[src/hdl/ftbg_pkg.sv]
// ----------------------------------------------------------------------------
// ftbg_pkg: shared types and constants of the frame time budget governor
// Item layouts, register indexes, reset values and result codes.
// ----------------------------------------------------------------------------
package ftbg_pkg;

  // width of the saturating reduction and increase totals
  localparam int StatCountWidth = 32;

  localparam int CfgIndexWidth = 4;
  localparam int CfgDataWidth  = 16;

  // register reset values
  localparam logic        EnableReset           = 1'b1;
  localparam logic [15:0] BudgetMaxReset        = 16'd1000;
  localparam logic [15:0] StressThresholdReset  = 16'd5120;
  localparam logic [15:0] TargetFrameTimeReset  = 16'd4250;
  localparam logic [15:0] StableRequiredReset   = 16'd60;
  localparam logic [15:0] UnstableRequiredReset = 16'd10;
  localparam logic [15:0] StepDownReset         = 16'd5;
  localparam logic [15:0] StepUpReset           = 16'd1;

  // 16.6 ms in q8.8
  localparam logic [15:0] AvgReset = 16'd4250;
  // lowest floor of the budget
  localparam logic [15:0] FloorMin = 16'd50;
  // weight of a new sample, 0.05 in q0.16; old weight is 65536 minus this
  localparam logic [11:0] AvgWeightNew = 12'd3277;

  typedef enum logic [CfgIndexWidth-1:0] {
    REG_ENABLE            = 4'd0,
    REG_BUDGET_MAX        = 4'd1,
    REG_STRESS_THRESHOLD  = 4'd2,
    REG_TARGET_FRAME_TIME = 4'd3,
    REG_STABLE_REQUIRED   = 4'd4,
    REG_UNSTABLE_REQUIRED = 4'd5,
    REG_STEP_DOWN         = 4'd6,
    REG_STEP_UP           = 4'd7
  } reg_index_t;

  typedef enum logic {
    CMD_SAMPLE = 1'b0,
    CMD_CLEAR  = 1'b1
  } command_t;

  typedef enum logic [1:0] {
    ADJ_NONE = 2'd0,
    ADJ_DOWN = 2'd1,
    ADJ_UP   = 2'd2
  } adjustment_t;

  typedef struct packed {
    logic        command;
    logic [15:0] frame_time;
  } in_item_t;

  typedef struct packed {
    logic [15:0] budget;
    logic [15:0] avg_frame_time;
    logic        stressed;
    logic [1:0]  adjustment;
    logic [15:0] stable_run;
    logic [15:0] unstable_run;
    logic [31:0] reduction_count;
    logic [31:0] increase_count;
  } out_item_t;

endpackage

[src/hdl/ftbg_if.sv]
// ----------------------------------------------------------------------------
// ftbg channel interfaces
// Valid/ready channels for samples, results and register writes.
// ----------------------------------------------------------------------------
interface ftbg_in_if import ftbg_pkg::*; ();
  logic     valid;
  logic     ready;
  in_item_t data;

  modport source (output valid, output data, input ready);
  modport sink (input valid, input data, output ready);
endinterface

interface ftbg_out_if import ftbg_pkg::*; ();
  logic      valid;
  logic      ready;
  out_item_t data;

  modport source (output valid, output data, input ready);
  modport sink (input valid, input data, output ready);
endinterface

interface ftbg_cfg_if import ftbg_pkg::*; ();
  logic                     valid;
  logic                     ready;
  logic [CfgIndexWidth-1:0] index;
  logic [CfgDataWidth-1:0]  wdata;

  modport source (output valid, output index, output wdata, input ready);
  modport sink (input valid, input index, input wdata, output ready);
endinterface

[src/hdl/frame_time_budget_governor_core.sv]
// ----------------------------------------------------------------------------
// frame_time_budget_governor_core
// Tracks a moving average of frame times and steps a workload budget.
// ----------------------------------------------------------------------------
//
// channel   direction  payload                         handshake
// sample    in         command, frame_time             valid/ready
// result    out        budget, average, runs, totals   valid/ready
// cfg       in         register index, write data      valid/ready, always ready
//
// one item per cycle sustained while the result is taken; an accepted sample passes
// through the input register and the compute stage into the result register
// all state updates happen in the single compute stage after the input register
// synchronous reset restores register defaults, sets budget to its reset maximum and clears statistics
// a stalled result holds the compute stage; sample ready drops only when both
// the input register and the result register are full and result is not taken
//
module frame_time_budget_governor_core import ftbg_pkg::*; (
  input  logic        clk,
  input  logic        rst,
  ftbg_in_if.sink     sample,
  ftbg_out_if.source  result,
  ftbg_cfg_if.sink    cfg
);

  // configuration registers
  logic        enable;
  logic [15:0] budget_max;
  logic [15:0] stress_limit;
  logic [15:0] target_time;
  logic [15:0] stable_required;
  logic [15:0] unstable_required;
  logic [15:0] step_down;
  logic [15:0] step_up;

  // governor state
  logic [15:0]               budget_now;
  logic [15:0]               average_time;
  logic [15:0]               stable_counter;
  logic [15:0]               unstable_counter;
  logic [StatCountWidth-1:0] reductions_total;
  logic [StatCountWidth-1:0] increases_total;

  logic [15:0]               budget_now_next;
  logic [15:0]               average_time_next;
  logic [15:0]               stable_counter_next;
  logic [15:0]               unstable_counter_next;
  logic [StatCountWidth-1:0] reductions_total_next;
  logic [StatCountWidth-1:0] increases_total_next;
  adjustment_t               adj;

  // pipeline registers
  logic      s1_valid;
  in_item_t  s1_item;
  logic      s1_adv;
  logic      s1_fire;
  logic      out_valid;
  out_item_t out_data;

  // moving average datapath
  logic signed [16:0] avg_diff;
  logic signed [29:0] avg_prod;
  logic signed [33:0] avg_acc;
  logic [15:0]        avg_new;

  // step decision
  logic [15:0] run_up;
  logic [15:0] run_down;
  logic [15:0] half_max;
  logic [15:0] floor_v;
  logic [16:0] floor_plus_step;
  logic [16:0] raised;
  logic        is_stressed;
  logic        is_stable;

  function automatic logic [15:0] run_inc(input logic [15:0] v);
    run_inc = (&v) ? v : v + 16'd1;
  endfunction

  function automatic logic [StatCountWidth-1:0] stat_inc(input logic [StatCountWidth-1:0] v);
    stat_inc = (&v) ? v : v + StatCountWidth'(1);
  endfunction

  // handshakes
  assign cfg.ready    = 1'b1;
  assign s1_adv       = !out_valid || result.ready;
  assign s1_fire      = s1_valid && s1_adv;
  assign sample.ready = !s1_valid || s1_adv;
  assign result.valid = out_valid;
  assign result.data  = out_data;

  // avg*(65536-w) + t*w = (avg << 16) + w*(t - avg), one multiply
  assign avg_diff = $signed({1'b0, s1_item.frame_time}) - $signed({1'b0, average_time});
  assign avg_prod = avg_diff * $signed({1'b0, AvgWeightNew});
  assign avg_acc  = $signed({2'b00, average_time, 16'h0000}) + 34'(avg_prod)
                    + 34'sd32768;
  assign avg_new  = avg_acc[31:16];

  assign is_stressed = s1_item.frame_time > stress_limit;
  assign is_stable   = s1_item.frame_time < target_time;
  assign run_up      = run_inc(stable_counter);
  assign run_down    = run_inc(unstable_counter);

  // floor is max(50, budget_max/2); step down only if budget - step >= floor
  assign half_max        = {1'b0, budget_max[15:1]};
  assign floor_v         = (half_max < FloorMin) ? FloorMin : half_max;
  assign floor_plus_step = {1'b0, floor_v} + {1'b0, step_down};
  assign raised          = {1'b0, budget_now} + {1'b0, step_up};

  always_comb begin
    budget_now_next       = budget_now;
    average_time_next     = average_time;
    stable_counter_next   = stable_counter;
    unstable_counter_next = unstable_counter;
    reductions_total_next = reductions_total;
    increases_total_next  = increases_total;
    adj                   = ADJ_NONE;
    if (s1_item.command == CMD_CLEAR) begin
      budget_now_next       = budget_max;
      average_time_next     = AvgReset;
      stable_counter_next   = '0;
      unstable_counter_next = '0;
      reductions_total_next = '0;
      increases_total_next  = '0;
    end else if (enable) begin
      average_time_next = avg_new;
      if (is_stressed) begin
        unstable_counter_next = run_down;
        stable_counter_next   = '0;
        if (run_down >= unstable_required && {1'b0, budget_now} >= floor_plus_step) begin
          budget_now_next       = budget_now - step_down;
          reductions_total_next = stat_inc(reductions_total);
          unstable_counter_next = '0;
          adj                   = ADJ_DOWN;
        end
      end else if (is_stable) begin
        stable_counter_next   = run_up;
        unstable_counter_next = '0;
        if (run_up >= stable_required && raised <= {1'b0, budget_max}) begin
          budget_now_next      = raised[15:0];
          increases_total_next = stat_inc(increases_total);
          stable_counter_next  = '0;
          adj                  = ADJ_UP;
        end
      end else begin
        stable_counter_next   = '0;
        unstable_counter_next = '0;
      end
    end
  end

  // configuration writes
  always_ff @(posedge clk) begin
    if (rst) begin
      enable            <= EnableReset;
      budget_max        <= BudgetMaxReset;
      stress_limit      <= StressThresholdReset;
      target_time       <= TargetFrameTimeReset;
      stable_required   <= StableRequiredReset;
      unstable_required <= UnstableRequiredReset;
      step_down         <= StepDownReset;
      step_up           <= StepUpReset;
    end else if (cfg.valid) begin
      unique case (cfg.index)
        REG_ENABLE:            enable            <= cfg.wdata[0];
        REG_BUDGET_MAX:        budget_max        <= cfg.wdata;
        REG_STRESS_THRESHOLD:  stress_limit      <= cfg.wdata;
        REG_TARGET_FRAME_TIME: target_time       <= cfg.wdata;
        REG_STABLE_REQUIRED:   stable_required   <= cfg.wdata;
        REG_UNSTABLE_REQUIRED: unstable_required <= cfg.wdata;
        REG_STEP_DOWN:         step_down         <= cfg.wdata;
        REG_STEP_UP:           step_up           <= cfg.wdata;
        default:               ;
      endcase
    end
  end

  // state, input register and result register
  always_ff @(posedge clk) begin
    if (rst) begin
      budget_now       <= BudgetMaxReset;
      average_time     <= AvgReset;
      stable_counter   <= '0;
      unstable_counter <= '0;
      reductions_total <= '0;
      increases_total  <= '0;
      s1_valid         <= 1'b0;
      out_valid        <= 1'b0;
    end else begin
      if (sample.valid && sample.ready) begin
        s1_valid <= 1'b1;
      end else if (s1_adv) begin
        s1_valid <= 1'b0;
      end
      if (s1_fire) begin
        budget_now       <= budget_now_next;
        average_time     <= average_time_next;
        stable_counter   <= stable_counter_next;
        unstable_counter <= unstable_counter_next;
        reductions_total <= reductions_total_next;
        increases_total  <= increases_total_next;
        out_valid        <= 1'b1;
      end else if (result.ready) begin
        out_valid <= 1'b0;
      end
    end
  end

  // payload registers
  always_ff @(posedge clk) begin
    if (sample.valid && sample.ready) begin
      s1_item <= sample.data;
    end
    if (s1_fire) begin
      out_data.budget          <= budget_now_next;
      out_data.avg_frame_time  <= average_time_next;
      out_data.stressed        <= average_time_next > stress_limit;
      out_data.adjustment      <= adj;
      out_data.stable_run      <= stable_counter_next;
      out_data.unstable_run    <= unstable_counter_next;
      out_data.reduction_count <= 32'(reductions_total_next);
      out_data.increase_count  <= 32'(increases_total_next);
    end
  end

  // a finished stage always lands in the result register
  a_fire_to_result: assert property (@(posedge clk) disable iff (rst)
    s1_fire |=> out_valid)
    else $error("compute stage fired but result register is empty");

  // only one run counter can be nonzero at a time
  a_runs_exclusive: assert property (@(posedge clk) disable iff (rst)
    out_valid |-> (out_data.stable_run == 16'd0 || out_data.unstable_run == 16'd0))
    else $error("both run counters nonzero");

  // a step clears both runs
  a_step_clears_runs: assert property (@(posedge clk) disable iff (rst)
    out_valid && out_data.adjustment != ADJ_NONE
      |-> (out_data.stable_run == 16'd0 && out_data.unstable_run == 16'd0))
    else $error("run counter not cleared after a budget step");

  // a clear command yields the default average and no adjustment
  a_clear_result: assert property (@(posedge clk) disable iff (rst)
    s1_fire && s1_item.command == CMD_CLEAR
      |=> (out_data.avg_frame_time == AvgReset && out_data.adjustment == ADJ_NONE))
    else $error("clear command did not restore defaults");

  // a held result keeps the compute stage from overwriting it
  a_hold_on_stall: assert property (@(posedge clk) disable iff (rst)
    out_valid && !result.ready |=> out_valid && $stable(out_data))
    else $error("stalled result changed");

endmodule
[src/flat_wrapper.sv]
// flat-port wrapper written by rule: the top's interface ports become plain ports
module frame_time_budget_governor_core_flat import ftbg_pkg::*;
  (clk, rst, sample_valid, sample_data, sample_ready, result_valid, result_data, result_ready, cfg_valid, cfg_index, cfg_wdata, cfg_ready);
  ftbg_in_if sample_i ();
  ftbg_out_if result_i ();
  ftbg_cfg_if cfg_i ();
  input  logic clk;
  input  logic rst;
  input wire logic [$bits(sample_i.valid)-1:0] sample_valid;
  input wire logic [$bits(sample_i.data)-1:0] sample_data;
  output wire logic [$bits(sample_i.ready)-1:0] sample_ready;
  output wire logic [$bits(result_i.valid)-1:0] result_valid;
  output wire logic [$bits(result_i.data)-1:0] result_data;
  input wire logic [$bits(result_i.ready)-1:0] result_ready;
  input wire logic [$bits(cfg_i.valid)-1:0] cfg_valid;
  input wire logic [$bits(cfg_i.index)-1:0] cfg_index;
  input wire logic [$bits(cfg_i.wdata)-1:0] cfg_wdata;
  output wire logic [$bits(cfg_i.ready)-1:0] cfg_ready;
  assign sample_i.valid = sample_valid;
  assign sample_i.data = sample_data;
  assign sample_ready = sample_i.ready;
  assign result_valid = result_i.valid;
  assign result_data = result_i.data;
  assign result_i.ready = result_ready;
  assign cfg_i.valid = cfg_valid;
  assign cfg_i.index = cfg_index;
  assign cfg_i.wdata = cfg_wdata;
  assign cfg_ready = cfg_i.ready;
  frame_time_budget_governor_core u_core (.clk(clk), .rst(rst), .sample(sample_i), .result(result_i), .cfg(cfg_i));
endmodule
[config.mk]
export PLATFORM = sky130hd
export DESIGN_NAME = frame_time_budget_governor_core_flat
export DESIGN_NICKNAME = d
export VERILOG_FILES = /design/src/hdl/ftbg_pkg.sv /design/src/hdl/ftbg_if.sv /design/src/hdl/frame_time_budget_governor_core.sv /design/src/flat_wrapper.sv
export SDC_FILE = /design/constraint.sdc
export NUM_CORES = 1
export LEC_CHECK = 0
export ABC_AREA = 1
export ABC_CLOCK_PERIOD_IN_PS = 11130
export BUFFER_PORTS_ARGS = -buffer_cell sky130_fd_sc_hd__buf_2
export CAP_MARGIN = 10
export CORE_UTILIZATION = 40
export CTS_BUF_LIST = sky130_fd_sc_hd__clkbuf_2
export CTS_CLUSTER_SIZE = 12
export DETAILED_ROUTE_END_ITERATION = 6
export PLACE_DENSITY = 0.64
export SLEW_MARGIN = 30
export SYNTH_ARGS = -nofsm -noshare
export SYNTH_HDL_FRONTEND = slang
export SYNTH_SLANG_ARGS = --single-unit
[constraint.sdc]
create_clock -name clk -period 11.13 [get_ports clk]
set_clock_uncertainty 0.2 [all_clocks]
set_input_delay 1.6695 -clock clk [delete_from_list [all_inputs] [get_ports clk]]
set_output_delay 1.6695 -clock clk [all_outputs]
set_load 0.02 [all_outputs]
* Word level (Yosys, flattened, before mapping)
Index checks and enable logic that the tools add are counted.
W data, S select, Z words.
** Storage, ports and cells
- Input port bits :: 42
- Output and inout port bits :: 134
- Logic and storage cells :: 116
- Bits in registers :: 391
** Cells by class
- $add $sub $neg :: 10
- Reduce and logical (&&, ||, !) cells :: 24
- $lt $le $gt $ge :: 8
- Muxes and demuxes :: 39
- Eq/ne operators :: 7
- $mul :: 1
- Bitwise gates (word level) :: 1
** Operators by type and width (number)
- $mux W32 :: 11
- $mux W16 :: 19
- $add A32 B1 Y32 const B :: 2
- $reduce_and A32 Y1 :: 2
- $add A16 B16 Y17 :: 2
- $add A16 B1 Y16 const B :: 2
- $add A32 B17 Y32 const B :: 1
- $add A32 B30 Y32 :: 1
- $ge A16 B16 Y1 :: 2
- $gt A16 B16 Y1 :: 2
- $reduce_and A16 Y1 :: 2
- $mul A17 B13 Y30 const B :: 1
- $ge A16 B17 Y1 :: 1
- $le A17 B16 Y1 :: 1
- $sub A16 B16 Y17 :: 1
- $eq A4 B3 Y1 const B :: 4
- $lt A16 B16 Y1 :: 1
- $reduce_and A2 Y1 :: 8
- $sub A16 B16 Y16 :: 1
- $lt A15 B6 Y1 const B :: 1
- $mux W15 :: 1
- $eq A4 B2 Y1 const B :: 2
- $mux W2 :: 3
- $mux W1 :: 5
- 8 further kinds :: 14

* Logic depth before layout (Yosys ltp)
- Depth after elaboration :: 9
- Depth in mapped cells :: 45
- Depth with buffers taken out :: 44

* Worst setup path before layout
Ideal clock, no wire load.
- Kind :: flip-flop to flip-flop
- Start :: reg u_core.s1_item[0] (netlist bit)
- End :: reg u_core.out_data (netlist bit u_core.result.data[98]), data pin
- Required time :: 10665 ps
- Path slack :: 3186 ps
- Arrival time :: 7478 ps
- Stages on the path, launching flop included :: 44
- Path buffers :: 0
- Path through :: edfxtp_1 -> inv_1 -> ha_1 -> inv_1 -> fa_1 -> nand3_1 -> nand2_1 -> a21boi_4 -> o21ai_4 -> inv_2 -> o21ai_1 -> inv_1 -> o21ai_0 -> a31oi_1 -> xor2_1 -> inv_1 -> ha_1 -> inv_1 -> [... 8 more ...] -> ha_1 -> a21oi_1 -> o21ai_0 -> a21oi_1 -> nor3_1 -> nor3_1 -> nand2_1 -> nand2_1 -> nand3_1 -> o211ai_1 -> inv_1 -> ha_1 -> nand2_1 -> nor2_1 -> a211oi_1 -> nor2_1 -> a211oi_1 -> a21oi_1
** On the way
- Longest elaborated chain between the ends :: 7
** Ends and longest elaborated chain
- start, declared :: line frame_time_budget_governor_core.sv:54 : in_item_t s1_item;
- start signal, assigned :: line frame_time_budget_governor_core.sv:212 : s1_item <= sample.data;
- $sub A16 B16 Y17 :: line frame_time_budget_governor_core.sv:93 : assign avg_diff = $signed({1'b0, s1_item.frame_time}) - $signed({1'b0, average_time});
- $mul A17 B13 Y30 :: line frame_time_budget_governor_core.sv:94 : assign avg_prod = avg_diff * $signed({1'b0, AvgWeightNew});
- $add A32 B30 Y32 :: line frame_time_budget_governor_core.sv:95 : assign avg_acc = $signed({2'b00, average_time, 16'h0000}) + 34'(avg_prod)
- $add A32 B17 Y32 :: line frame_time_budget_governor_core.sv:96 : + 34'sd32768;
- $mux W16 :: line frame_time_budget_governor_core.sv:125 : end else if (enable) begin
- $mux W16 :: line frame_time_budget_governor_core.sv:118 : if (s1_item.command == CMD_CLEAR) begin
- named net u_core.average_time_next[10] :: line frame_time_budget_governor_core.sv:45 : logic [15:0] average_time_next;
- $gt A16 B16 Y1 :: line frame_time_budget_governor_core.sv:217 : out_data.stressed <= average_time_next > stress_limit;
- end, declared :: line frame_time_budget_governor_core.sv:58 : out_item_t out_data;
The timed path passes the listed nets, and every way through them passes these cells.
A chain may end at the register's enable or synchronous reset.

* Final worst setup path
Same ends and word-level chain as after synthesis.

==> run summary <==
status: completed
most used cell along the critical path: inv_1
total core area: 69100 sq um
routed vias: 24900
Fmax: 113 MHz
largest cells by area after synthesis: dfxtp_1 17%, edfxtp_1 16%, ha_1 12%
Synth top cells by count: 610 x inv_1, 602 x nand2_1, 384 x a21oi_1
Layout Nets: 4220
clk sinks: 391
Root Driver: clkbuf_2
CTS Buf Count: 104
slowest CP cell: fa_1
fin area: 30800 sq um
Hold WC Path Type: flop to flop
worst flop-to-flop path endpoint: u_core.result.data[98]$_DFFE_PP_
post-synth cell types: 71
share of layout cells above drive strength 1: 0.113
total wire length: 84400 um
Max H-tree Level: 3
initial drt markers: 1758
# rows: 96
drt via density: 5.13
Register Area: 9310 sq um
reg2reg setup slack: 2250 ps
Synth top area share: 0.173
max_cap viols: 0
Setup crit end: u_core.result.data[98]$_DFFE_PP_
flops & latches, synth: 391
crit path DAT: 9570 ps
Synth Warn #: 0
crit-path max FO: 5
initial core utilization: 0.407
worst r2r src: u_core.s1_item[0]$_DFFE_PP_
Max Slew Vio Count: 0
Syn Area/Cell: 7.67 sq um
Worst R2R Path Depth: 43
Fin Setup TNS: 0 ps
WP buf/inv: 10
RePlAce Congestion: 0.924
worst path required time: 11820 ps
Top FF cell, synth: dfxtp_1
number of synthesized flops with an enable pin: 148
Setup Crit Path Kind: flop to flop
Syn Nets: 4057
Final HPWL DP: 62800 um
Post-Syn Area: 28100 sq um
Crit path largest cell delay: 540 ps
unrepaired setup endpoints after global routing: no
CTS tree: done
Crit. Startpoint: u_core.s1_item[0]$_DFFE_PP_
first-pass GRT wire length: 131000 um
post-place setup slack: 2360 ps
register area share after synthesis: 0.331
crit path launch type: flop
worst slew pin tran: 1040 ps
min cycle time layout: 8880 ps
DIE HEIGHT: 267 um
slew margin rel.: 0.304
Reg clk slew, reported paths: 120 ps
Post-Synthesis Cells: 3666
CP delay by family, top: adder cells
Placement Cell Area: 29700 sq um
DIE AREA: 71300 sq um
via count of the first global-routing pass: 23900
most frequent cell after synthesis: inv_1
DRC viols: 0
DR WL/cell: 17.4 um
Pre-antenna DRT Iters: 7
Synth-to-Final Area Change: 9.49%
Post-synth ARST share: 0
largest net degree at the start of global routing: 223
WP depth: 43
# Post-CTS Setup Buffers: 0
top-level I/O count: 176
multi-input gate area in the final layout: 15800 sq um
Tot GR Track Use: 0.236
Final Hold Viols: 0
number of port buffers: 174
# hold bufs at CTS: 0
post-CTS sizing: 0
die width: 267 um
worst-case clock buffer depth: 3
post-synth top area cell: dfxtp_1
fin crit share: 0.797
Clk Latency, worst-skew pair: 1230 ps
fin cells: 4855
CP endpoint kind: flop
Remaining Overflow, GRT: 0
initial antenna violation count: 3
final worst slack: 2250 ps
number of setup violations in the final report: 0
placed cell count: 4653
Layout fillers: 7098
Routed Antenna Nets: 0
## cells in the final DEF, fill, tap and decap left out, types with 48 or more instances in the layout
cell	instances
clkbuf_2	138
xor2_1	71
edfxtp_1	148
ha_1	278
nand3_1	216
inv_1	608
nor3_1	48
o21ai_0	279
nor2_1	239
dfxtp_1	242
buf_2	174
fa_1	71
nand2_1	601
a21oi_1	384
## worst min path at each step
stage	startpoint	endpoint	cells after the start
after floorplan	u_core.target_time[10]$_SDFFE_PP0P_	u_core.target_time[10]$_SDFFE_PP0P_	2
after CTS	u_core.target_time[11]$_SDFFE_PP0P_	u_core.target_time[11]$_SDFFE_PP0P_	2
after global routing	u_core.target_time[11]$_SDFFE_PP0P_	u_core.target_time[11]$_SDFFE_PP0P_	2
after global placement	u_core.target_time[10]$_SDFFE_PP0P_	u_core.target_time[10]$_SDFFE_PP0P_	2
final	u_core.target_time[6]$_SDFFE_PP0P_	u_core.target_time[6]$_SDFFE_PP0P_	2
after detailed placement	u_core.target_time[11]$_SDFFE_PP0P_	u_core.target_time[11]$_SDFFE_PP0P_	2
## logic make-up (layout without fill, tap and decap cells)
kind of cell | after synthesis | in the layout | synth area share
AO/OA/AOI/OAI | 827 | 827 | 0.164
XOR/XNOR | 106 | 106 | 0.0345
adder cells (fa/ha/maj) | 349 | 349 | 0.174
buffers and inverters | 769 | 1022 | 0.105
flip-flops | 391 | 391 | 0.331
multiplexers | 1 | 1 | 0.000356
other | 1 | 6 | 0.000133
AND/OR/NAND/NOR | 1222 | 1222 | 0.191
## cell type report
| type | count | share of cell area |
|---|---|---|
| clock inverter | 58 | 0.0105 |
| clock buffer | 138 | 0.0224 |
| inverter | 635 | 0.0778 |
| multi-input combinational | 2506 | 0.515 |
| tap | 931 | 0.0379 |
| timing repair buffer | 191 | 0.0335 |
| antenna | 5 | 0.000407 |
| sequential | 391 | 0.303 |
## tightest hold or removal path, cell delays in order, from the launching register on
cell	delay (ps)
dfxtp_1	310
inv_1	60
a21oi_1	60
## flip-flops by register name, summed over array words and instances (netlist names)
name                      cells
u_core.s1_item               17
u_core.result.valid           1
u_core.step_down             16
u_core.enable                 1
u_core.budget_max            16
u_core.s1_valid               1
u_core.budget_now            16
u_core.increases_total       32
u_core.stable_required       16
u_core.unstable_required     16
u_core.result.data          131
u_core.stable_counter        16
u_core.average_time          16
u_core.unstable_counter      16
u_core.target_time           16
u_core.stress_limit          16
u_core.step_up               16
u_core.reductions_total      32
## per-layer routing
metal	vias to the layer above	GRT usage	wire length, um
met1	11600	0.307	37800
met4	0	0.101	2940
li1	12500	-	-
met5	-	0	0
met2	657	0.388	39100
met3	160	0.0359	4560
## metrics by stage
step | utilization | hold slack, ps
finish | 0.446 | 267
global route | 0.446 | 296
CTS | 0.445 | 266
floorplan | - | 233
global placement | 0.430 | 248
detailed placement | 0.430 | 251
Power is left out: the tool's default activity adds up to more than one toggle a clock period on the data nets, which glitch-free logic cannot reach.
